`config.mk`:
```
export PLATFORM = sky130hd
export DESIGN_NAME = smart_card_atr_parser_flat
export DESIGN_NICKNAME = d
export VERILOG_FILES = /design/src/rtl/sca_pkg.sv /design/src/rtl/sca_if.sv /design/src/rtl/sca_ctrl.sv /design/src/rtl/sca_dp.sv /design/src/rtl/smart_card_atr_parser.sv /design/src/flat_wrapper.sv
export SDC_FILE = /design/constraint.sdc
export NUM_CORES = 1
export LEC_CHECK = 0
export BUFFER_PORTS_ARGS = -buffer_cell sky130_fd_sc_hd__buf_2
export CORE_MARGIN = 3
export CORE_UTILIZATION = 40
export DETAILED_ROUTE_END_ITERATION = 7
export SLEW_MARGIN = 25
export SYNTH_ARGS = -nofsm -noshare
export SYNTH_HDL_FRONTEND = slang
export SYNTH_HIERARCHICAL = 1
export SYNTH_SLANG_ARGS = --single-unit
```
`constraint.sdc`:
```
create_clock -name clk -period 24.4 [get_ports clk]
set_input_delay 4.88 -clock clk [delete_from_list [all_inputs] [get_ports clk]]
set_output_delay 4.88 -clock clk [all_outputs]
set_load 0.005 [all_outputs]
```
`src/rtl/sca_pkg.sv`:
```
// ============================================================================
// sca_pkg
// Shared types, constants and lookup tables of the smart card ATR parser.
// ============================================================================
`default_nettype none

package sca_pkg;

    localparam int NUM_W  = 29;
    localparam int DEN_W  = 14;
    localparam int RATE_W = 19;
    localparam int STD_W  = 17;
    localparam int TOL_W  = 6;
    localparam int F_W    = 12;
    localparam int D_W    = 6;
    localparam int CNT_W  = 5;
    localparam int K_W    = 3;
    localparam int LHS_W  = RATE_W + 7;
    localparam int RHS_W  = STD_W + TOL_W;

    localparam logic [7:0]       TS_DIRECT   = 8'h3B;
    localparam logic [7:0]       TS_INVERSE  = 8'h3F;
    localparam logic [23:0]      CARD_CLK_HZ = 24'd14318000;
    localparam logic [6:0]       PCT_SCALE   = 7'd100;
    localparam logic [K_W-1:0]   K_LAST      = 3'd4;
    localparam logic [TOL_W-1:0] TOL_DEF     = 6'd5;

    localparam logic [3:0] GROUP_FIRST = 4'd1;
    localparam logic [3:0] GROUP_TWO   = 4'd2;
    localparam logic [3:0] GROUP_MAX   = 4'd15;
    localparam logic [3:0] FI_DEF      = 4'd1;
    localparam logic [3:0] DI_DEF      = 4'd1;
    localparam logic [7:0] IFSC_DEF    = 8'd32;
    localparam logic [3:0] CWI_DEF     = 4'd13;
    localparam logic [3:0] BWI_DEF     = 4'd4;
    localparam logic [7:0] GUARD_DEF   = 8'd0;

    localparam logic REG_TOL = 1'b0;

    typedef enum logic [1:0] {
        KIND_HIST = 2'd0,
        KIND_DONE = 2'd1,
        KIND_BAD  = 2'd2
    } kind_t;

    typedef enum logic [2:0] {
        OP_NONE,
        OP_START,
        OP_T0,
        OP_IFACE,
        OP_HIST
    } op_t;

    typedef enum logic [3:0] {
        ST_INIT,
        ST_T0,
        ST_IFACE,
        ST_HIST,
        ST_IDLE,
        ST_PREP,
        ST_DIV,
        ST_MATCH,
        ST_LOAD
    } state_t;

    typedef struct packed {
        op_t  op;
        logic load_bad;
        logic load_hist;
        logic finish;
        logic div_start;
        logic div_step;
        logic match_step;
        logic load_done;
    } cmd_t;

    typedef struct packed {
        logic init_ok;
        logic t0_mask_zero;
        logic t0_hist_none;
        logic mask_zero;
        logic hist_none;
        logic hist_last;
        logic rfu;
        logic div_last;
        logic match_end;
        logic out_free;
    } status_t;

    function automatic logic [F_W-1:0] f_lookup(input logic [3:0] fi);
        logic [F_W-1:0] f;
        case (fi)
            4'd0:    f = 12'd372;
            4'd1:    f = 12'd372;
            4'd2:    f = 12'd558;
            4'd3:    f = 12'd744;
            4'd4:    f = 12'd1116;
            4'd5:    f = 12'd1488;
            4'd6:    f = 12'd1860;
            4'd9:    f = 12'd512;
            4'd10:   f = 12'd768;
            4'd11:   f = 12'd1024;
            4'd12:   f = 12'd1536;
            4'd13:   f = 12'd2048;
            default: f = 12'd0;
        endcase
        return f;
    endfunction

    function automatic logic [D_W-1:0] d_lookup(input logic [3:0] di);
        logic [D_W-1:0] d;
        case (di)
            4'd1:    d = 6'd1;
            4'd2:    d = 6'd2;
            4'd3:    d = 6'd4;
            4'd4:    d = 6'd8;
            4'd5:    d = 6'd16;
            4'd6:    d = 6'd32;
            4'd8:    d = 6'd12;
            4'd9:    d = 6'd20;
            default: d = 6'd0;
        endcase
        return d;
    endfunction

    function automatic logic [STD_W-1:0] std_rate(input logic [K_W-1:0] k);
        logic [STD_W-1:0] s;
        case (k)
            3'd0:    s = 17'd9600;
            3'd1:    s = 17'd19200;
            3'd2:    s = 17'd38400;
            3'd3:    s = 17'd57600;
            3'd4:    s = 17'd115200;
            default: s = 17'd115200;
        endcase
        return s;
    endfunction

endpackage

`default_nettype wire

```
`src/rtl/sca_if.sv`:
```
// ============================================================================
// sca_if
// Byte channel and result channel of the smart card ATR parser.
// ============================================================================
`default_nettype none

interface sca_in_if;
    logic       valid;
    logic       ready;
    logic [7:0] atr_byte;
    logic       start_req;

    modport source (output valid, output atr_byte, output start_req, input ready);
    modport sink   (input valid, input atr_byte, input start_req, output ready);
endinterface

interface sca_out_if;
    logic       valid;
    logic       ready;
    logic [1:0] kind;
    logic [7:0] hist_byte;
    logic       hist_valid;
    logic [3:0] hist_index;
    logic [3:0] fi_code;
    logic [3:0] di_code;
    logic [7:0] info_field_size;
    logic [3:0] char_wait_index;
    logic [3:0] block_wait_index;
    logic [7:0] extra_guard;
    logic [3:0] hist_count;
    logic [2:0] baud_code;

    modport source (
        output valid, output kind, output hist_byte, output hist_valid, output hist_index,
        output fi_code, output di_code, output info_field_size, output char_wait_index,
        output block_wait_index, output extra_guard, output hist_count, output baud_code,
        input ready
    );
    modport sink (
        input valid, input kind, input hist_byte, input hist_valid, input hist_index,
        input fi_code, input di_code, input info_field_size, input char_wait_index,
        input block_wait_index, input extra_guard, input hist_count, input baud_code,
        output ready
    );
endinterface

`default_nettype wire

```
`src/rtl/sca_ctrl.sv`:
```
// ============================================================================
// sca_ctrl
// Parse sequencer: follows the ATR phases and steps the baud calculation.
// ============================================================================
`default_nettype none

module sca_ctrl (
    input  wire logic             clk,
    input  wire logic             rst_n,
    input  wire logic             in_valid,
    input  wire logic             start_req,
    output logic                  in_ready,
    input  wire sca_pkg::status_t sts,
    output sca_pkg::cmd_t         cmd
);

    sca_pkg::state_t state_reg;
    sca_pkg::state_t state_next;
    logic            parse_state;
    logic            accept;
    logic            restart;
    logic            group_done;
    logic            no_hist;

    always_ff @(posedge clk or negedge rst_n)
    begin
        if (!rst_n)
        begin
            state_reg <= sca_pkg::ST_INIT;
        end
        else
        begin
            state_reg <= state_next;
        end
    end

    always_comb
    begin
        parse_state = (state_reg == sca_pkg::ST_INIT) || (state_reg == sca_pkg::ST_T0)
                   || (state_reg == sca_pkg::ST_IFACE) || (state_reg == sca_pkg::ST_HIST)
                   || (state_reg == sca_pkg::ST_IDLE);
        in_ready   = parse_state && sts.out_free;
        accept     = in_valid && in_ready;
        restart    = start_req || (state_reg == sca_pkg::ST_INIT);
        group_done = (state_reg == sca_pkg::ST_T0) ? sts.t0_mask_zero : sts.mask_zero;
        no_hist    = (state_reg == sca_pkg::ST_T0) ? sts.t0_hist_none : sts.hist_none;
    end

    always_comb
    begin
        state_next = state_reg;
        case (state_reg)
            sca_pkg::ST_INIT, sca_pkg::ST_T0, sca_pkg::ST_IFACE,
            sca_pkg::ST_HIST, sca_pkg::ST_IDLE:
            begin
                if (accept)
                begin
                    if (restart)
                    begin
                        state_next = sts.init_ok ? sca_pkg::ST_T0 : sca_pkg::ST_IDLE;
                    end
                    else if (state_reg == sca_pkg::ST_HIST)
                    begin
                        state_next = sts.hist_last ? sca_pkg::ST_PREP : sca_pkg::ST_HIST;
                    end
                    else if (state_reg == sca_pkg::ST_T0 || state_reg == sca_pkg::ST_IFACE)
                    begin
                        if (!group_done)
                        begin
                            state_next = sca_pkg::ST_IFACE;
                        end
                        else if (no_hist)
                        begin
                            state_next = sca_pkg::ST_PREP;
                        end
                        else
                        begin
                            state_next = sca_pkg::ST_HIST;
                        end
                    end
                end
            end
            sca_pkg::ST_PREP:
            begin
                state_next = sca_pkg::ST_DIV;
            end
            sca_pkg::ST_DIV:
            begin
                if (sts.rfu)
                begin
                    state_next = sca_pkg::ST_LOAD;
                end
                else if (sts.div_last)
                begin
                    state_next = sca_pkg::ST_MATCH;
                end
            end
            sca_pkg::ST_MATCH:
            begin
                if (sts.match_end)
                begin
                    state_next = sca_pkg::ST_LOAD;
                end
            end
            sca_pkg::ST_LOAD:
            begin
                if (sts.out_free)
                begin
                    state_next = sca_pkg::ST_IDLE;
                end
            end
            default:
            begin
                state_next = sca_pkg::ST_INIT;
            end
        endcase
    end

    always_comb
    begin
        cmd = '0;
        cmd.op = sca_pkg::OP_NONE;
        case (state_reg)
            sca_pkg::ST_INIT, sca_pkg::ST_T0, sca_pkg::ST_IFACE,
            sca_pkg::ST_HIST, sca_pkg::ST_IDLE:
            begin
                if (accept)
                begin
                    if (restart)
                    begin
                        cmd.op       = sca_pkg::OP_START;
                        cmd.load_bad = !sts.init_ok;
                    end
                    else if (state_reg == sca_pkg::ST_HIST)
                    begin
                        cmd.op        = sca_pkg::OP_HIST;
                        cmd.finish    = sts.hist_last;
                        cmd.load_hist = !sts.hist_last;
                    end
                    else if (state_reg == sca_pkg::ST_T0)
                    begin
                        cmd.op     = sca_pkg::OP_T0;
                        cmd.finish = group_done && no_hist;
                    end
                    else if (state_reg == sca_pkg::ST_IFACE)
                    begin
                        cmd.op     = sca_pkg::OP_IFACE;
                        cmd.finish = group_done && no_hist;
                    end
                end
            end
            sca_pkg::ST_PREP:
            begin
                cmd.div_start = 1'b1;
            end
            sca_pkg::ST_DIV:
            begin
                cmd.div_step = !sts.rfu;
            end
            sca_pkg::ST_MATCH:
            begin
                cmd.match_step = 1'b1;
            end
            sca_pkg::ST_LOAD:
            begin
                cmd.load_done = sts.out_free;
            end
            default:
            begin
                cmd.op = sca_pkg::OP_NONE;
            end
        endcase
    end

`ifndef SYNTHESIS
    a_busy_blocks_input: assert property (@(posedge clk) disable iff (!rst_n)
        (state_reg == sca_pkg::ST_DIV || state_reg == sca_pkg::ST_MATCH) |-> !in_ready)
        else $error("byte taken during baud calculation");
    a_finish_to_prep: assert property (@(posedge clk) disable iff (!rst_n)
        cmd.finish |=> state_reg == sca_pkg::ST_PREP)
        else $error("completion did not start baud calculation");
    a_done_to_idle: assert property (@(posedge clk) disable iff (!rst_n)
        cmd.load_done |=> state_reg == sca_pkg::ST_IDLE)
        else $error("completion result not followed by idle");
`endif

endmodule

`default_nettype wire

```
`src/rtl/sca_dp.sv`:
```
// ============================================================================
// sca_dp
// Datapath: ATR parameter registers, baud divider and matcher, result register.
// ============================================================================
`default_nettype none

module sca_dp (
    input  wire logic                      clk,
    input  wire logic                      rst_n,
    input  wire logic [7:0]                atr_byte,
    input  wire logic [sca_pkg::TOL_W-1:0] tol,
    input  wire sca_pkg::cmd_t             cmd,
    output sca_pkg::status_t               sts,
    sca_out_if.source                      res
);

    logic [3:0] group_reg;
    logic [3:0] mask_reg;
    logic [3:0] fi_reg;
    logic [3:0] di_reg;
    logic [7:0] ifsc_reg;
    logic [3:0] cwi_reg;
    logic [3:0] bwi_reg;
    logic [7:0] guard_reg;
    logic [3:0] hist_total_reg;
    logic [3:0] hist_seen_reg;

    logic [7:0] fin_byte_reg;
    logic       fin_valid_reg;
    logic [3:0] fin_index_reg;

    logic [sca_pkg::NUM_W-1:0] num_reg;
    logic [sca_pkg::DEN_W-1:0] den_reg;
    logic [sca_pkg::DEN_W-1:0] rem_reg;
    logic [sca_pkg::CNT_W-1:0] cnt_reg;
    logic                      rfu_reg;
    logic [sca_pkg::K_W-1:0]   k_reg;
    logic [2:0]                baud_reg;

    logic       out_valid_reg;
    logic [1:0] kind_reg;
    logic [7:0] hbyte_reg;
    logic       hvalid_reg;
    logic [3:0] hindex_reg;
    logic [3:0] fi_out_reg;
    logic [3:0] di_out_reg;
    logic [7:0] ifsc_out_reg;
    logic [3:0] cwi_out_reg;
    logic [3:0] bwi_out_reg;
    logic [7:0] guard_out_reg;
    logic [3:0] hcount_out_reg;
    logic [2:0] baud_out_reg;

    logic [3:0]                mask_iface;
    logic [3:0]                seen_inc;
    logic [sca_pkg::F_W-1:0]   f_val;
    logic [sca_pkg::D_W-1:0]   d_val;
    logic [sca_pkg::NUM_W:0]   num_full;
    logic [sca_pkg::DEN_W:0]   rem_sh;
    logic                      rem_ge;
    logic [sca_pkg::RATE_W-1:0] rate;
    logic [sca_pkg::RATE_W-1:0] std_ext;
    logic [sca_pkg::RATE_W-1:0] diff;
    logic [sca_pkg::LHS_W-1:0] lhs;
    logic [sca_pkg::RHS_W-1:0] rhs;
    logic                      hit;
    logic                      load_any;

    always_comb
    begin
        if (mask_reg[0])
        begin
            mask_iface = mask_reg & 4'b1110;
        end
        else if (mask_reg[1])
        begin
            mask_iface = mask_reg & 4'b1101;
        end
        else if (mask_reg[2])
        begin
            mask_iface = mask_reg & 4'b1011;
        end
        else
        begin
            mask_iface = atr_byte[7:4];
        end
        seen_inc = hist_seen_reg + 4'd1;

        f_val    = sca_pkg::f_lookup(fi_reg);
        d_val    = sca_pkg::d_lookup(di_reg);
        num_full = sca_pkg::CARD_CLK_HZ * d_val;

        rem_sh = {rem_reg, num_reg[sca_pkg::NUM_W-1]};
        rem_ge = rem_sh >= {1'b0, den_reg};

        rate    = num_reg[sca_pkg::RATE_W-1:0];
        std_ext = sca_pkg::RATE_W'(sca_pkg::std_rate(k_reg));
        diff    = (rate >= std_ext) ? (rate - std_ext) : (std_ext - rate);
        lhs     = sca_pkg::LHS_W'(diff) * sca_pkg::LHS_W'(sca_pkg::PCT_SCALE);
        rhs     = sca_pkg::RHS_W'(sca_pkg::std_rate(k_reg)) * sca_pkg::RHS_W'(tol);
        hit     = lhs <= sca_pkg::LHS_W'(rhs);
    end

    assign load_any = cmd.load_bad || cmd.load_hist || cmd.load_done;

    always_comb
    begin
        sts.init_ok      = (atr_byte == sca_pkg::TS_DIRECT) || (atr_byte == sca_pkg::TS_INVERSE);
        sts.t0_mask_zero = atr_byte[7:4] == 4'd0;
        sts.t0_hist_none = atr_byte[3:0] == 4'd0;
        sts.mask_zero    = mask_iface == 4'd0;
        sts.hist_none    = hist_total_reg == 4'd0;
        sts.hist_last    = seen_inc >= hist_total_reg;
        sts.rfu          = rfu_reg;
        sts.div_last     = cnt_reg == sca_pkg::CNT_W'(sca_pkg::NUM_W - 1);
        sts.match_end    = hit || (k_reg == sca_pkg::K_LAST);
        sts.out_free     = !out_valid_reg || res.ready;
    end

    always_ff @(posedge clk or negedge rst_n)
    begin
        if (!rst_n)
        begin
            group_reg      <= sca_pkg::GROUP_FIRST;
            mask_reg       <= 4'd0;
            fi_reg         <= sca_pkg::FI_DEF;
            di_reg         <= sca_pkg::DI_DEF;
            ifsc_reg       <= sca_pkg::IFSC_DEF;
            cwi_reg        <= sca_pkg::CWI_DEF;
            bwi_reg        <= sca_pkg::BWI_DEF;
            guard_reg      <= sca_pkg::GUARD_DEF;
            hist_total_reg <= 4'd0;
            hist_seen_reg  <= 4'd0;
        end
        else
        begin
            case (cmd.op)
                sca_pkg::OP_START:
                begin
                    group_reg      <= sca_pkg::GROUP_FIRST;
                    mask_reg       <= 4'd0;
                    fi_reg         <= sca_pkg::FI_DEF;
                    di_reg         <= sca_pkg::DI_DEF;
                    ifsc_reg       <= sca_pkg::IFSC_DEF;
                    cwi_reg        <= sca_pkg::CWI_DEF;
                    bwi_reg        <= sca_pkg::BWI_DEF;
                    guard_reg      <= sca_pkg::GUARD_DEF;
                    hist_total_reg <= 4'd0;
                    hist_seen_reg  <= 4'd0;
                end
                sca_pkg::OP_T0:
                begin
                    hist_total_reg <= atr_byte[3:0];
                    mask_reg       <= atr_byte[7:4];
                    group_reg      <= sca_pkg::GROUP_FIRST;
                end
                sca_pkg::OP_IFACE:
                begin
                    mask_reg <= mask_iface;
                    if (mask_reg[0])
                    begin
                        if (group_reg == sca_pkg::GROUP_FIRST)
                        begin
                            fi_reg <= atr_byte[7:4];
                            di_reg <= atr_byte[3:0];
                        end
                        else if (group_reg > sca_pkg::GROUP_TWO)
                        begin
                            ifsc_reg <= atr_byte;
                        end
                    end
                    else if (mask_reg[1])
                    begin
                        if (group_reg > sca_pkg::GROUP_TWO)
                        begin
                            cwi_reg <= atr_byte[3:0];
                            bwi_reg <= atr_byte[7:4];
                        end
                    end
                    else if (mask_reg[2])
                    begin
                        if (group_reg == sca_pkg::GROUP_FIRST)
                        begin
                            guard_reg <= atr_byte;
                        end
                    end
                    else if (group_reg != sca_pkg::GROUP_MAX)
                    begin
                        group_reg <= group_reg + 4'd1;
                    end
                end
                sca_pkg::OP_HIST:
                begin
                    hist_seen_reg <= seen_inc;
                end
                default:
                begin
                    hist_seen_reg <= hist_seen_reg;
                end
            endcase
        end
    end

    always_ff @(posedge clk)
    begin
        if (cmd.finish)
        begin
            fin_valid_reg <= cmd.op == sca_pkg::OP_HIST;
            fin_byte_reg  <= (cmd.op == sca_pkg::OP_HIST) ? atr_byte : 8'd0;
            fin_index_reg <= (cmd.op == sca_pkg::OP_HIST) ? hist_seen_reg : 4'd0;
        end
    end

    always_ff @(posedge clk or negedge rst_n)
    begin
        if (!rst_n)
        begin
            cnt_reg  <= '0;
            rfu_reg  <= 1'b0;
            k_reg    <= '0;
            baud_reg <= 3'd0;
        end
        else if (cmd.div_start)
        begin
            cnt_reg  <= '0;
            rfu_reg  <= (f_val == '0) || (d_val == '0);
            k_reg    <= '0;
            baud_reg <= 3'd0;
        end
        else if (cmd.div_step)
        begin
            cnt_reg <= cnt_reg + sca_pkg::CNT_W'(1);
        end
        else if (cmd.match_step)
        begin
            k_reg <= k_reg + sca_pkg::K_W'(1);
            if (hit)
            begin
                baud_reg <= 3'(k_reg) + 3'd1;
            end
        end
    end

    always_ff @(posedge clk)
    begin
        if (cmd.div_start)
        begin
            num_reg <= num_full[sca_pkg::NUM_W-1:0];
            den_reg <= {f_val, 2'b00};
            rem_reg <= '0;
        end
        else if (cmd.div_step)
        begin
            num_reg <= {num_reg[sca_pkg::NUM_W-2:0], rem_ge};
            rem_reg <= rem_ge ? sca_pkg::DEN_W'(rem_sh - {1'b0, den_reg})
                              : rem_sh[sca_pkg::DEN_W-1:0];
        end
    end

    always_ff @(posedge clk or negedge rst_n)
    begin
        if (!rst_n)
        begin
            out_valid_reg <= 1'b0;
        end
        else if (load_any)
        begin
            out_valid_reg <= 1'b1;
        end
        else if (res.ready)
        begin
            out_valid_reg <= 1'b0;
        end
    end

    always_ff @(posedge clk)
    begin
        if (cmd.load_bad)
        begin
            kind_reg       <= sca_pkg::KIND_BAD;
            hbyte_reg      <= 8'd0;
            hvalid_reg     <= 1'b0;
            hindex_reg     <= 4'd0;
            fi_out_reg     <= 4'd0;
            di_out_reg     <= 4'd0;
            ifsc_out_reg   <= 8'd0;
            cwi_out_reg    <= 4'd0;
            bwi_out_reg    <= 4'd0;
            guard_out_reg  <= 8'd0;
            hcount_out_reg <= 4'd0;
            baud_out_reg   <= 3'd0;
        end
        else if (cmd.load_hist)
        begin
            kind_reg       <= sca_pkg::KIND_HIST;
            hbyte_reg      <= atr_byte;
            hvalid_reg     <= 1'b1;
            hindex_reg     <= hist_seen_reg;
            fi_out_reg     <= 4'd0;
            di_out_reg     <= 4'd0;
            ifsc_out_reg   <= 8'd0;
            cwi_out_reg    <= 4'd0;
            bwi_out_reg    <= 4'd0;
            guard_out_reg  <= 8'd0;
            hcount_out_reg <= 4'd0;
            baud_out_reg   <= 3'd0;
        end
        else if (cmd.load_done)
        begin
            kind_reg       <= sca_pkg::KIND_DONE;
            hbyte_reg      <= fin_byte_reg;
            hvalid_reg     <= fin_valid_reg;
            hindex_reg     <= fin_index_reg;
            fi_out_reg     <= fi_reg;
            di_out_reg     <= di_reg;
            ifsc_out_reg   <= ifsc_reg;
            cwi_out_reg    <= cwi_reg;
            bwi_out_reg    <= bwi_reg;
            guard_out_reg  <= guard_reg;
            hcount_out_reg <= hist_total_reg;
            baud_out_reg   <= baud_reg;
        end
    end

    assign res.valid            = out_valid_reg;
    assign res.kind             = kind_reg;
    assign res.hist_byte        = hbyte_reg;
    assign res.hist_valid       = hvalid_reg;
    assign res.hist_index       = hindex_reg;
    assign res.fi_code          = fi_out_reg;
    assign res.di_code          = di_out_reg;
    assign res.info_field_size  = ifsc_out_reg;
    assign res.char_wait_index  = cwi_out_reg;
    assign res.block_wait_index = bwi_out_reg;
    assign res.extra_guard      = guard_out_reg;
    assign res.hist_count       = hcount_out_reg;
    assign res.baud_code        = baud_out_reg;

`ifndef SYNTHESIS
    a_single_load: assert property (@(posedge clk) disable iff (!rst_n)
        $onehot0({cmd.load_bad, cmd.load_hist, cmd.load_done}))
        else $error("more than one result loaded at once");
    a_no_overwrite: assert property (@(posedge clk) disable iff (!rst_n)
        (out_valid_reg && !res.ready) |-> !load_any)
        else $error("pending result overwritten");
    a_no_match_on_rfu: assert property (@(posedge clk) disable iff (!rst_n)
        cmd.match_step |-> !rfu_reg)
        else $error("rate match run on a reserved F or D entry");
`endif

endmodule

`default_nettype wire

```
`src/rtl/smart_card_atr_parser.sv`:
```
// ============================================================================
// smart_card_atr_parser
// ISO 7816 answer-to-reset parser with APB tolerance register.
// ============================================================================
// Takes one ATR byte per cycle while parsing and while no result waits;
// historical bytes and a bad initial character show their result in the cycle
// after the byte is taken. The completion result follows the last ATR byte
// through a set-up step, the restoring divider that yields one quotient bit
// per cycle, rate compares against up to five standard rates and the result
// load, with the compares skipped when F or D is reserved; no byte is taken
// in that time. The baud match tolerance register sits at byte address 0 and
// resets to 5.
`default_nettype none

module smart_card_atr_parser (
    input  wire logic        clk,
    input  wire logic        rst_n,
    input  wire logic        psel,
    input  wire logic        penable,
    input  wire logic        pwrite,
    input  wire logic [2:0]  paddr,
    input  wire logic [31:0] pwdata,
    output logic [31:0]      prdata,
    output logic             pready,
    sca_in_if.sink           in_ch,
    sca_out_if.source        res_ch
);

    logic [sca_pkg::TOL_W-1:0] tol_reg;
    sca_pkg::cmd_t             cmd;
    sca_pkg::status_t          sts;

    assign pready = 1'b1;
    assign prdata = (paddr[2] == sca_pkg::REG_TOL) ? 32'(tol_reg) : 32'd0;

    always_ff @(posedge clk or negedge rst_n)
    begin
        if (!rst_n)
        begin
            tol_reg <= sca_pkg::TOL_DEF;
        end
        else if (psel && penable && pwrite && pready && (paddr[2] == sca_pkg::REG_TOL))
        begin
            tol_reg <= pwdata[sca_pkg::TOL_W-1:0];
        end
    end

    sca_ctrl u_ctrl (
        .clk       (clk),
        .rst_n     (rst_n),
        .in_valid  (in_ch.valid),
        .start_req (in_ch.start_req),
        .in_ready  (in_ch.ready),
        .sts       (sts),
        .cmd       (cmd)
    );

    sca_dp u_dp (
        .clk      (clk),
        .rst_n    (rst_n),
        .atr_byte (in_ch.atr_byte),
        .tol      (tol_reg),
        .cmd      (cmd),
        .sts      (sts),
        .res      (res_ch)
    );

endmodule

`default_nettype wire

```
`src/flat_wrapper.sv`:
```
// flat-port wrapper written by rule: the top's interface ports become plain ports
module smart_card_atr_parser_flat 
  (clk, rst_n, psel, penable, pwrite, paddr, pwdata, prdata, pready, in_ch_valid, in_ch_atr_byte, in_ch_start_req, in_ch_ready, res_ch_valid, res_ch_kind, res_ch_hist_byte, res_ch_hist_valid, res_ch_hist_index, res_ch_fi_code, res_ch_di_code, res_ch_info_field_size, res_ch_char_wait_index, res_ch_block_wait_index, res_ch_extra_guard, res_ch_hist_count, res_ch_baud_code, res_ch_ready);
  sca_in_if in_ch_i ();
  sca_out_if res_ch_i ();
  input  wire logic clk;
  input  wire logic rst_n;
  input  wire logic psel;
  input  wire logic penable;
  input  wire logic pwrite;
  input  wire logic [2:0] paddr;
  input  wire logic [31:0] pwdata;
  output logic [31:0] prdata;
  output logic pready;
  input wire logic [$bits(in_ch_i.valid)-1:0] in_ch_valid;
  input wire logic [$bits(in_ch_i.atr_byte)-1:0] in_ch_atr_byte;
  input wire logic [$bits(in_ch_i.start_req)-1:0] in_ch_start_req;
  output wire logic [$bits(in_ch_i.ready)-1:0] in_ch_ready;
  output wire logic [$bits(res_ch_i.valid)-1:0] res_ch_valid;
  output wire logic [$bits(res_ch_i.kind)-1:0] res_ch_kind;
  output wire logic [$bits(res_ch_i.hist_byte)-1:0] res_ch_hist_byte;
  output wire logic [$bits(res_ch_i.hist_valid)-1:0] res_ch_hist_valid;
  output wire logic [$bits(res_ch_i.hist_index)-1:0] res_ch_hist_index;
  output wire logic [$bits(res_ch_i.fi_code)-1:0] res_ch_fi_code;
  output wire logic [$bits(res_ch_i.di_code)-1:0] res_ch_di_code;
  output wire logic [$bits(res_ch_i.info_field_size)-1:0] res_ch_info_field_size;
  output wire logic [$bits(res_ch_i.char_wait_index)-1:0] res_ch_char_wait_index;
  output wire logic [$bits(res_ch_i.block_wait_index)-1:0] res_ch_block_wait_index;
  output wire logic [$bits(res_ch_i.extra_guard)-1:0] res_ch_extra_guard;
  output wire logic [$bits(res_ch_i.hist_count)-1:0] res_ch_hist_count;
  output wire logic [$bits(res_ch_i.baud_code)-1:0] res_ch_baud_code;
  input wire logic [$bits(res_ch_i.ready)-1:0] res_ch_ready;
  assign in_ch_i.valid = in_ch_valid;
  assign in_ch_i.atr_byte = in_ch_atr_byte;
  assign in_ch_i.start_req = in_ch_start_req;
  assign in_ch_ready = in_ch_i.ready;
  assign res_ch_valid = res_ch_i.valid;
  assign res_ch_kind = res_ch_i.kind;
  assign res_ch_hist_byte = res_ch_i.hist_byte;
  assign res_ch_hist_valid = res_ch_i.hist_valid;
  assign res_ch_hist_index = res_ch_i.hist_index;
  assign res_ch_fi_code = res_ch_i.fi_code;
  assign res_ch_di_code = res_ch_i.di_code;
  assign res_ch_info_field_size = res_ch_i.info_field_size;
  assign res_ch_char_wait_index = res_ch_i.char_wait_index;
  assign res_ch_block_wait_index = res_ch_i.block_wait_index;
  assign res_ch_extra_guard = res_ch_i.extra_guard;
  assign res_ch_hist_count = res_ch_i.hist_count;
  assign res_ch_baud_code = res_ch_i.baud_code;
  assign res_ch_i.ready = res_ch_ready;
  smart_card_atr_parser u_core (.clk(clk), .rst_n(rst_n), .psel(psel), .penable(penable), .pwrite(pwrite), .paddr(paddr), .pwdata(pwdata), .prdata(prdata), .pready(pready), .in_ch(in_ch_i), .res_ch(res_ch_i));
endmodule
```
## Yosys cells after proc, flatten, opt, wreduce, memory -nomap -nowiden

Memory sizes are Yosys's and may differ from the RTL's.
Index checks and enable logic that the tools add are counted.

| word-level totals | value |
|---|---|
| bits in registers | 193 |
| ROM bits | 272 |
| output and inout bits | 89 |
| memories | 2 |

Memory list:

| name | words | width | rd ports | clocked after memory_dff | write ports | line | RTL |
|---|---|---|---|---|---|---|---|
| (name not given) | 16 | 11 | 1 | 0 | 0 | sca_pkg.sv:92 | `case (fi)` |
| (name not given) | 16 | 6 | 1 | 0 | 0 | sca_pkg.sv:112 | `case (di)` |

| cells by class | value |
|---|---|
| $add $sub $neg | 7 |
| $mul | 3 |
| $lt $le $gt $ge | 5 |
| eq/ne operators | 37 |
| mux-type cells | 91 |
| bitwise logic cells | 1 |
| reductions and logical operators | 51 |

Operators with widths:

| kind | count |
|---|---|
| 4-bit 2-to-1 mux | 27 |
| 8-bit 2-to-1 mux | 9 |
| 17-bit one-hot mux with 4 select lines | 1 |
| 29-bit 2-to-1 mux | 2 |
| 4-bit one-hot mux with 2 select lines | 7 |
| 3-bit 2-to-1 mux | 16 |
| 8-bit one-hot mux with 2 select lines | 2 |
| 26-bit by 23-bit less-or-equal comparator with 1-bit output | 1 |
| 20-bit by 6-bit multiplier with 25-bit output (first input constant) | 1 |
| 19-bit by 5-bit multiplier with 24-bit output (second input constant) | 1 |
| 2-bit inequality test (second input constant) | 12 |
| 17-bit by 6-bit multiplier with 23-bit output | 1 |
| 4-bit logical NOT | 5 |
| 4-bit one-hot mux with 5 select lines | 1 |
| 19-bit by 17-bit greater-or-equal comparator with 1-bit output | 1 |
| 19-bit 2-to-1 mux | 1 |
| 17-bit by 19-bit subtractor with 19-bit output | 1 |
| 19-bit by 17-bit subtractor with 19-bit output | 1 |
| 2-bit nonzero test | 9 |
| 4-bit by 3-bit equality test with 1-bit output (second input constant) | 4 |
| 8-bit by 6-bit equality test with 1-bit output (second input constant) | 2 |
| 15-bit by 14-bit greater-or-equal comparator with 1-bit output | 1 |
| 1-bit 2-to-1 mux | 15 |
| 5-bit AND reduction | 3 |
| other kinds (34) | 71 |

## Longest topological paths before layout

Gate-level depths: netlist (run 1).

| logic depth | value |
|---|---|
| depth in word-level cells | 16 |
| depth in mapped cells | 43 |

## Hierarchy

Netlist (run 1), hierarchy kept.

By module, submodules not included:

| module | times used | cells each | area an instance (µm²) | seq. area each (µm²) |
|---|---|---|---|---|
| sca_dp | 1 | 1767 | 15710.1 | 4449.3 |
| sca_ctrl | 1 | 75 | 599.3 | 100.1 |
| smart_card_atr_parser | 1 | 48 | 506.7 | 152.6 |

## Worst setup path after synthesis (run 1)

Ideal clock, no wire load.

| timing path | value |
|---|---|
| path kind | input to output |
| from | input port res_ch_ready |
| to | output port in_ch_ready |
| data arrival time | 5.272 ns |
| setup slack | 14.248 ns |
| stages | 2 |
| buffers on the path | 0 |
| path through | nand2b_1 -> and2_1 |

| between the ends | value |
|---|---|
| longest elaborated chain between the ends | 2 |

RTL lines:

| item | line | RTL |
|---|---|---|
| start, declared | flat_wrapper.sv:32 | `input wire logic [$bits(res_ch_i.ready)-1:0] res_ch_ready;` |
| 1-bit logical OR | sca_dp.sv:117 | `sts.out_free = !out_valid_reg \|\| res.ready;` |
| 1-bit logical AND | sca_ctrl.sv:42 | `in_ready = parse_state && sts.out_free;` |
| end, declared | flat_wrapper.sv:18 | `output wire logic [$bits(in_ch_i.ready)-1:0] in_ch_ready;` |

No other way between the ends.

==> flow_summary.yaml, run 1 <==
critical_path:
  cp_max_fo: 7
  start_kind: "primary input"
  arrival_ns: 5.61
  endpoint_kind: "primary output"
  crit_type: "primary input to primary output"
  worstPathRequired_ns: 19.52
grt:
  grt_pass1_vias: 12855
  grt_pass1_wl_um: 65700
  antenna_found_initial: 1
  grt_overflow: 0
  grtUsageTotal: 0.180
  grt_start_max_net_pins: 72
route:
  wl_per_cell_um: 15.9
  routed_via_density: 5.31
  first_pass_iters: 5
  vias: 13126
  antenna_left: 0
  routed_wl_um: 39400
  drt_iter0_drc: 778
  drc_errors: 0
clock_tree:
  cts_resized: 0
  insertion_delay_ns: 0.45
  clockBufferDepth: 2
  path_clk_slew_ns: 0.07
  htree_num_levels: 4
  tritoncts: "built"
  cts-root-buf: "clkbuf_16"
  cts_buffers: 17
  cts.sinks: 192
  cts_setup_buffers: 0
  holdBufCountCts: 0
run:
  drv_cap: 0
timing:
  rsz0062_at_grt: "no"
  setup_viol: 0
  post-route-period-util: 0.430
  min_period_ns: 10.49
  timing.max_slew.rel_slack: 0.368
  slew_violations: 0
  clock_skew_ns: 0.0120
  tightest_slew_ns: 0.948
  fmax_ghz: 0.0953
  setup_tns_ns: 0
  hold_viol_final: 0
status:
  status: "complete, no violations"
synthesis:
  synthTopCellsByCount: "inv_1, ha_1, nor2_1"
  synth.area.top_cells: "ha_1, dfrtp_1, edfxtp_1"
  yosys_warnings: 6
  yosysSeqAreaShare: 0.280
  synth.most_common_cell: "inv_1"
  syn-instance-count: 1890
  synth_area_um2: 16800
  async_flop_share: 0.370
  ys_ff_latch: 192
  yosys.area.top_type: "ha_1"
  synth-edff-count: 49
  synthDistinctLibCells: 96
  ys.flop_type: "dfxtp_1"
  netlist.area_leader.share: 0.150
  synth.avg_cell_area_um2: 8.90
layout:
  drive_gt1_frac: 0.105
  seq_area_um2: 4700
  n_antenna_cell: 0
  largest_reg_flops: 29
  multi_input_area_um2: 10900
  area_delta_synth_final_pct: 8.27
  nets: 2253
  fillers: 4034
placed_design:
  place.gp.congestion: 0.875
  hpwl_um: 29400
  port_buffers: 84
hold_path:
  min_path_type: "flip-flop to flip-flop"
die:
  start_util: 0.408
  rows: 74
  dieArea_um2: 44500
  io_pins: 140
  die_w_um: 211
  die_h_um: 211
  core_um2: 41200
[layer usage]
layer | up-vias | global-route usage | share of wire | routed length, µm
li1 | 6523 | - | - | -
met1 | 6277 | 0.253 | 0.49 | 19100
met2 | 288 | 0.290 | 0.45 | 17700
met3 | 36 | 0.0355 | 0.053 | 2070
met4 | 2 | 0.0367 | 0.010 | 412
met5 | - | 0 | 0.00033 | 13
[area by class of cell]
type	instances	area share
inverter	204	0.0421
tap	532	0.0366
clock buffer	19	0.0249
timing repair buffer	102	0.0309
multi-input combinational	1411	0.601
clock inverter	13	0.00619
sequential	192	0.258
[cells in the final DEF, fill, tap and decap left out, drive strengths merged, types with 12 or more instances in the layout]
cell type / n
inv: 211
ha: 202
nor2: 173
nand2: 155
o21ai: 103
buf: 102
a21oi: 92
mux2i: 73
fa: 72
dfxtp: 72
dfrtp: 61
edfxtp: 49
xnor2: 39
nor3: 35
nand3: 34
xor2: 33
nor2b: 30
conb: 27
a21o: 27
and2: 26
a211oi: 22
and3: 21
clkbuf: 19
nand2b: 18
o21a: 16
or2: 14
nand4: 13
a31oi: 12
[cells by family (layout without fill, tap and decap cells)]
family / count (synthesis) / count (layout) / share of synthesized area
AND/OR/NAND/NOR: 575 / 575 / 0.169
XOR/XNOR: 72 / 72 / 0.0375
multiplexers: 84 / 84 / 0.0515
flip-flops: 192 / 192 / 0.280
other: 2 / 27 / 0.000447
buffers and inverters: 312 / 338 / 0.0772
AO/OA/AOI/OAI: 378 / 378 / 0.148
adder cells (fa/ha/maj): 275 / 275 / 0.237
[worst paths after layout]
| check | start | end | slack (ns) | cells after the start |
|---|---|---|---|---|
| setup / recovery | res_ch_ready | in_ch_ready | 13.91 | 4 |
| hold / removal | u_core/u_dp/res.kind[0]$_SDFFE_PP0P_ | u_core/u_dp/res.kind[0]$_SDFFE_PP0P_ | 0.47 | 2 |
| setup reg to reg | u_core/u_dp/k_reg[2]$_DFFE_PN0P_ | u_core/u_ctrl/state_reg[2]$_DFFE_PN0P_ | 14.59 | 36 |
| hold reg to reg | u_core/u_dp/res.kind[0]$_SDFFE_PP0P_ | u_core/u_dp/res.kind[0]$_SDFFE_PP0P_ | 0.47 | 2 |
| max in group asynchronous | rst_n | u_core/u_dp/cnt_reg[4]$_DFFE_PN0P_ | 19.47 | 1 |
| min in group asynchronous | rst_n | u_core/u_dp/hist_seen_reg[0]$_DFFE_PN0P_ | 4.44 | 1 |
[worst max-delay path, stage by stage]
cell and delay [ns]:
buf_2 0.09, nand2b_1 0.29, and2_1 0.23, buf_2 0.12
[through the flow]
step	instances	setup WS [ns]	hold slack (ns)	util	area, µm²
4_1_cts	2473	13.91	0.474	0.442	18200
5_1_grt	2473	13.74	0.513	0.442	18200
3_3_place_gp	2441	13.93	0.446	0.428	17600
6_report	2473	13.91	0.470	0.442	18200
3_5_place_dp	2441	13.91	0.453	0.428	17600
2_1_floorplan	1915	14.25	0.450	-	16900
Power of run 1 is left out: the tool's default activity adds up to more than one toggle a clock period on the data nets, which glitch-free logic cannot reach.
==> run 2, diff against run 1 <==
==> constraint.sdc (replaced) <==
create_clock -name clk -period 8.75 [get_ports clk]
set_input_delay 1.75 -clock clk [delete_from_list [all_inputs] [get_ports clk]]
set_output_delay 1.75 -clock clk [all_outputs]
set_load 0.005 [all_outputs]
==> run 2 against run 1 <==
Flip-flop and latch count is the same. Register-to-register slack got worse by 14 ns. Clock-buffer cell count decreased by 2. Wire length rose by 2.6%. Die area unchanged. First-iteration DRC count grew 3.3%. Worst hold slack better by 0.0098 ns. Non-clock buffer count is 39 higher. Final cell count up 1.6%.
==> flow_summary.yaml, run 2 (synthesized netlist as in run 1, its figures left out) <==
clock_tree:
  cts-root-buf: "clkbuf_16"
  cts_buffers: 17
  insertion_delay_ns: 0.45
  cts.sinks: 192
  clockBufferDepth: 2
  htree_num_levels: 4
  holdBufCountCts: 0
  path_clk_slew_ns: 0.08
  tritoncts: "built"
die:
  rows: 74
  dieArea_um2: 44500
  start_util: 0.408
  core_um2: 41200
  die_h_um: 211
  die_w_um: 211
  io_pins: 140
timing:
  clock_skew_ns: 0.0102
  min_period_ns: 8.27
  tightest_slew_ns: 0.893
  slew_violations: 0
  fmax_ghz: 0.121
  timing.max_slew.rel_slack: 0.389
  post-route-period-util: 0.946
  setup_viol: 0
  setup_tns_ns: 0
  hold_viol_final: 0
  setup_ws_ns: 0.475
critical_path:
  cp_top_family: "compound AO/OA/AOI/OAI gates"
  critPathMostFrequentCell: "ha_1"
  cp_max_fo: 7
  worstPathRequired_ns: 9.09
  crit_type: "flip-flop to flip-flop"
  critPathBufInv: 2
  cp_slowest_cell: "fa_1"
  start_kind: "flip-flop"
  cp_slowest_stage_delay_ns: 0.53
  arrival_ns: 8.62
  endpoint_kind: "flip-flop"
layout:
  mostFrequentLayoutCell: "inv_1"
  drive_gt1_frac: 0.132
  nets: 2292
  area_delta_synth_final_pct: 10.9
  largest_reg_flops: 29
  n_antenna_cell: 0
  fillers: 3978
  final_cell_mix: "inv_1, ha_1, nor2_1"
placed_design:
  place.gp.congestion: 0.874
  dp_slack_ns: 0.0134
  hpwl_um: 30600
  port_buffers: 84
grt:
  grt_pass1_vias: 13098
  antenna_found_initial: 1
  grt_overflow: 0
  grt_pass1_wl_um: 67200
  grtUsageTotal: 0.184
  grt_start_max_net_pins: 72
route:
  wl_met3_um: 2130
  routed_via_density: 5.34
  antenna_left: 0
  first_pass_iters: 5
  routed_wl_um: 40400
  route.top_layer_used: "met5"
  met2_length_um: 18300
  drt_iter0_drc: 804
  vias: 13403
  wl_per_cell_um: 16.1
  wirelength_met1_um: 19200
  drc_errors: 0
status:
  status: "complete, no violations"
run:
  drv_cap: 0
hold_path:
  min_path_type: "flip-flop to flip-flop"
[run 2: layout make-up]
cell class,count,area [µm²],area share
tap,532,666,0.0357
timing repair buffer,141,871,0.0467
sequential,192,4700,0.252
clock buffer,17,425,0.0228
inverter,204,766,0.0411
clock inverter,15,193,0.0103
multi-input combinational,1411,11000,0.591
[run 2: through the flow]
step	cell area, µm²	cells	hold slack (ns)	utilization
global route	18600	2512	0.515	0.453
global placement	17900	2473	0.447	0.434
CTS	18500	2505	0.481	0.449
floorplan	16900	1915	0.450	-
detailed placement	17900	2473	0.458	0.434
finish	18600	2512	0.480	0.453
[run 2: per-layer routing]
layer / track usage / vias up
li1: - / 6605
met1: 0.257 / 6467
met2: 0.293 / 285
met3: 0.0356 / 44
met4: 0.0487 / 2
met5: 0 / -
[run 2: final timing paths]
check | cells after the start | endpoint | startpoint | slack [ns]
worst max register to register | 34 | u_core/u_ctrl/state_reg[2]$_DFFE_PN0P_ | u_core/u_dp/k_reg[0]$_DFFE_PN0P_ | 0.48
max in group asynchronous | 2 | u_core/u_dp/cwi_reg[3]$_DFFE_PN1P_ | rst_n | 6.93
worst min register to register | 2 | u_core/u_dp/res.kind[0]$_SDFFE_PP0P_ | u_core/u_dp/res.kind[0]$_SDFFE_PP0P_ | 0.48
min in group asynchronous | 1 | u_core/u_dp/hist_total_reg[1]$_DFFE_PN0P_ | rst_n | 1.19
worst min-delay path | 2 | u_core/u_dp/res.kind[0]$_SDFFE_PP0P_ | u_core/u_dp/res.kind[0]$_SDFFE_PP0P_ | 0.48
worst max-delay path | 34 | u_core/u_ctrl/state_reg[2]$_DFFE_PN0P_ | u_core/u_dp/k_reg[0]$_DFFE_PN0P_ | 0.48
[run 2: worst register-to-register path, delay by kind of cell, from the launching register on]
family,cells,cell delay (ns)
adders and majority gates,8,2.44
xor gates and xnor gates,2,0.33
AOI/OAI and AO/OA,11,2.78
DFF,1,0.45
and+or+nand+nor,11,2.07
buffers and inverters,2,0.09
[run 2: repair_timing]
item / 4_1_cts / 5_1_grt
pin swaps: 0 / 4
setup buffers: 0 / 6
setup endpoints to repair: 2 / 7
endpoints found under the hold margin: 0 / 0
gates resized for setup: 1 / 23
gates cloned: 0 / 0
Power of run 2 is left out for the same reason.
==> run 3, diff against run 2 <==
--- a/config.mk
+++ b/config.mk
@@ -6,7 +6,8 @@
 export NUM_CORES = 1
 export LEC_CHECK = 0
 export BUFFER_PORTS_ARGS = -buffer_cell sky130_fd_sc_hd__buf_2
-export CORE_MARGIN = 3
+export CAP_MARGIN = 15
+export CORE_ASPECT_RATIO = 1.2
 export CORE_UTILIZATION = 40
 export DETAILED_ROUTE_END_ITERATION = 7
 export SLEW_MARGIN = 25
==> run 3 against run 2 <==
Cell area is 0.30% higher. Sequential share of layout area is 0.076 points lower. Global-route usage is 0.65 points higher. Clock-buffer cell count stayed put. Non-clock buffer count is 9 higher. Via count is 0.28% lower. Maximum frequency is 0.14% lower. Flip-flop and latch count stayed put. Critical path depth is 5 higher. First-iteration DRC count is 22% lower. Worst hold slack worse by 0.0050 ns. Critical path type unchanged. Critical endpoint unchanged. Largest cell class unchanged.
==> flow_summary.yaml, run 3 (synthesized netlist as in run 1, its figures left out) <==
clock_tree:
  tritoncts: "built"
  path_clk_slew_ns: 0.08
  htree_num_levels: 4
  insertion_delay_ns: 0.46
  holdBufCountCts: 0
  cts_buffers: 17
  cts-root-buf: "clkbuf_16"
  cts.sinks: 192
  clockBufferDepth: 2
layout:
  drive_gt1_frac: 0.134
  final_core_util: 0.455
  nets: 2301
  mostFrequentLayoutCell: "inv_1"
  n_antenna_cell: 0
  largest_reg_flops: 29
  final_cell_mix: "inv_1, ha_1, nor2_1"
  fin_area_um2: 18700
  area_delta_synth_final_pct: 11.2
die:
  start_util: 0.409
  io_pins: 140
  die_h_um: 227
  core_um2: 41100
  dieArea_um2: 42900
  rows: 81
  die_w_um: 189
critical_path:
  arrival_ns: 8.63
  start_kind: "flip-flop"
  critPathMostFrequentCell: "ha_1"
  cp_max_fo: 7
  crit_type: "flip-flop to flip-flop"
  cp_slowest_cell: "or4_4"
  cp_slowest_stage_delay_ns: 0.56
  endpoint_kind: "flip-flop"
  worstPathRequired_ns: 9.09
placed_design:
  place.gp.congestion: 0.903
  port_buffers: 84
  dpl_cell_area_um2: 17900
  dp_slack_ns: -0.0656
  hpwl_um: 30500
route:
  routed_wl_um: 39800
  antenna_left: 0
  first_pass_iters: 5
  vias: 13365
  routed_via_density: 5.29
  drc_errors: 0
  wl_per_cell_um: 15.7
  drt_iter0_drc: 628
grt:
  antenna_found_initial: 0
  grtUsageTotal: 0.190
  grt_pass1_vias: 13526
  grt_pass1_wl_um: 66100
  grt_overflow: 0
  grt_start_max_net_pins: 72
timing:
  hold_viol_final: 0
  setup_ws_ns: 0.464
  min_period_ns: 8.29
  setup_tns_ns: 0
  post-route-period-util: 0.947
  fmax_ghz: 0.121
  clock_skew_ns: 0.0130
  setup_viol: 0
  slew_violations: 0
  tightest_slew_ns: 0.976
  timing.max_slew.rel_slack: 0.344
run:
  drv_cap: 0
hold_path:
  min_path_type: "flip-flop to flip-flop"
status:
  status: "complete, no violations"
## run 3: path summary, 6_finish.rpt
check	from	to	slack, ns	cells past startpoint
min reg2reg	u_core/u_dp/res.kind[0]$_SDFFE_PP0P_	u_core/u_dp/res.kind[0]$_SDFFE_PP0P_	0.47	2
min	u_core/u_dp/res.kind[0]$_SDFFE_PP0P_	u_core/u_dp/res.kind[0]$_SDFFE_PP0P_	0.47	2
max reg2reg	u_core/u_dp/k_reg[0]$_DFFE_PN0P_	u_core/u_ctrl/state_reg[2]$_DFFE_PN0P_	0.46	39
min in group asynchronous	rst_n	u_core/u_dp/hist_seen_reg[1]$_DFFE_PN0P_	1.21	1
max	u_core/u_dp/k_reg[0]$_DFFE_PN0P_	u_core/u_ctrl/state_reg[2]$_DFFE_PN0P_	0.46	39
max in group asynchronous	rst_n	u_core/u_dp/bwi_reg[2]$_DFFE_PN1P_	6.90	2
## run 3: worst max-delay path, delay by kind of cell (launching register included)
| family | cells | cell delay [ns] |
|---|---|---|
| fa+ha+maj | 7 | 2.18 |
| xor+xnor | 2 | 0.30 |
| flops | 1 | 0.40 |
| simple gates | 9 | 1.67 |
| compound gates | 16 | 3.12 |
| buf+inv | 5 | 0.48 |
## run 3: per-layer routing
| layer | GRT usage | wire length, µm | part of all wire | vias up |
|---|---|---|---|---|
| met4 | 0.0565 | 717 | 0.018 | 0 |
| met5 | 0 | 0 | 0 | - |
| met3 | 0.0263 | 1320 | 0.033 | 40 |
| met2 | 0.354 | 20400 | 0.51 | 227 |
| li1 | - | - | - | 6630 |
| met1 | 0.225 | 17300 | 0.44 | 6468 |
## run 3: timing repair
item                                    in CTS  in global routing
endpoints found under the setup margin       4                  7
buffers inserted                             0                  9
pin swaps                                    0                  8
resized for setup                            1                 20
## run 3: stage by stage
step           hold slack, ns  cells
6_report                0.475   2528
5_1_grt                 0.514   2528
4_1_cts                 0.472   2518
3_5_place_dp            0.453   2486
3_3_place_gp            0.444   2486
2_1_floorplan           0.450   1915
## run 3: layout make-up
cell class / instances / area [µm²]
timing repair buffer: 150 / 938
sequential: 192 / 4700
tap: 539 / 674
inverter: 204 / 766
clock inverter: 15 / 169
clock buffer: 17 / 425
fill: 4129 / 22400
multi-input combinational: 1411 / 11000
Power of run 3 is left out for the same reason.
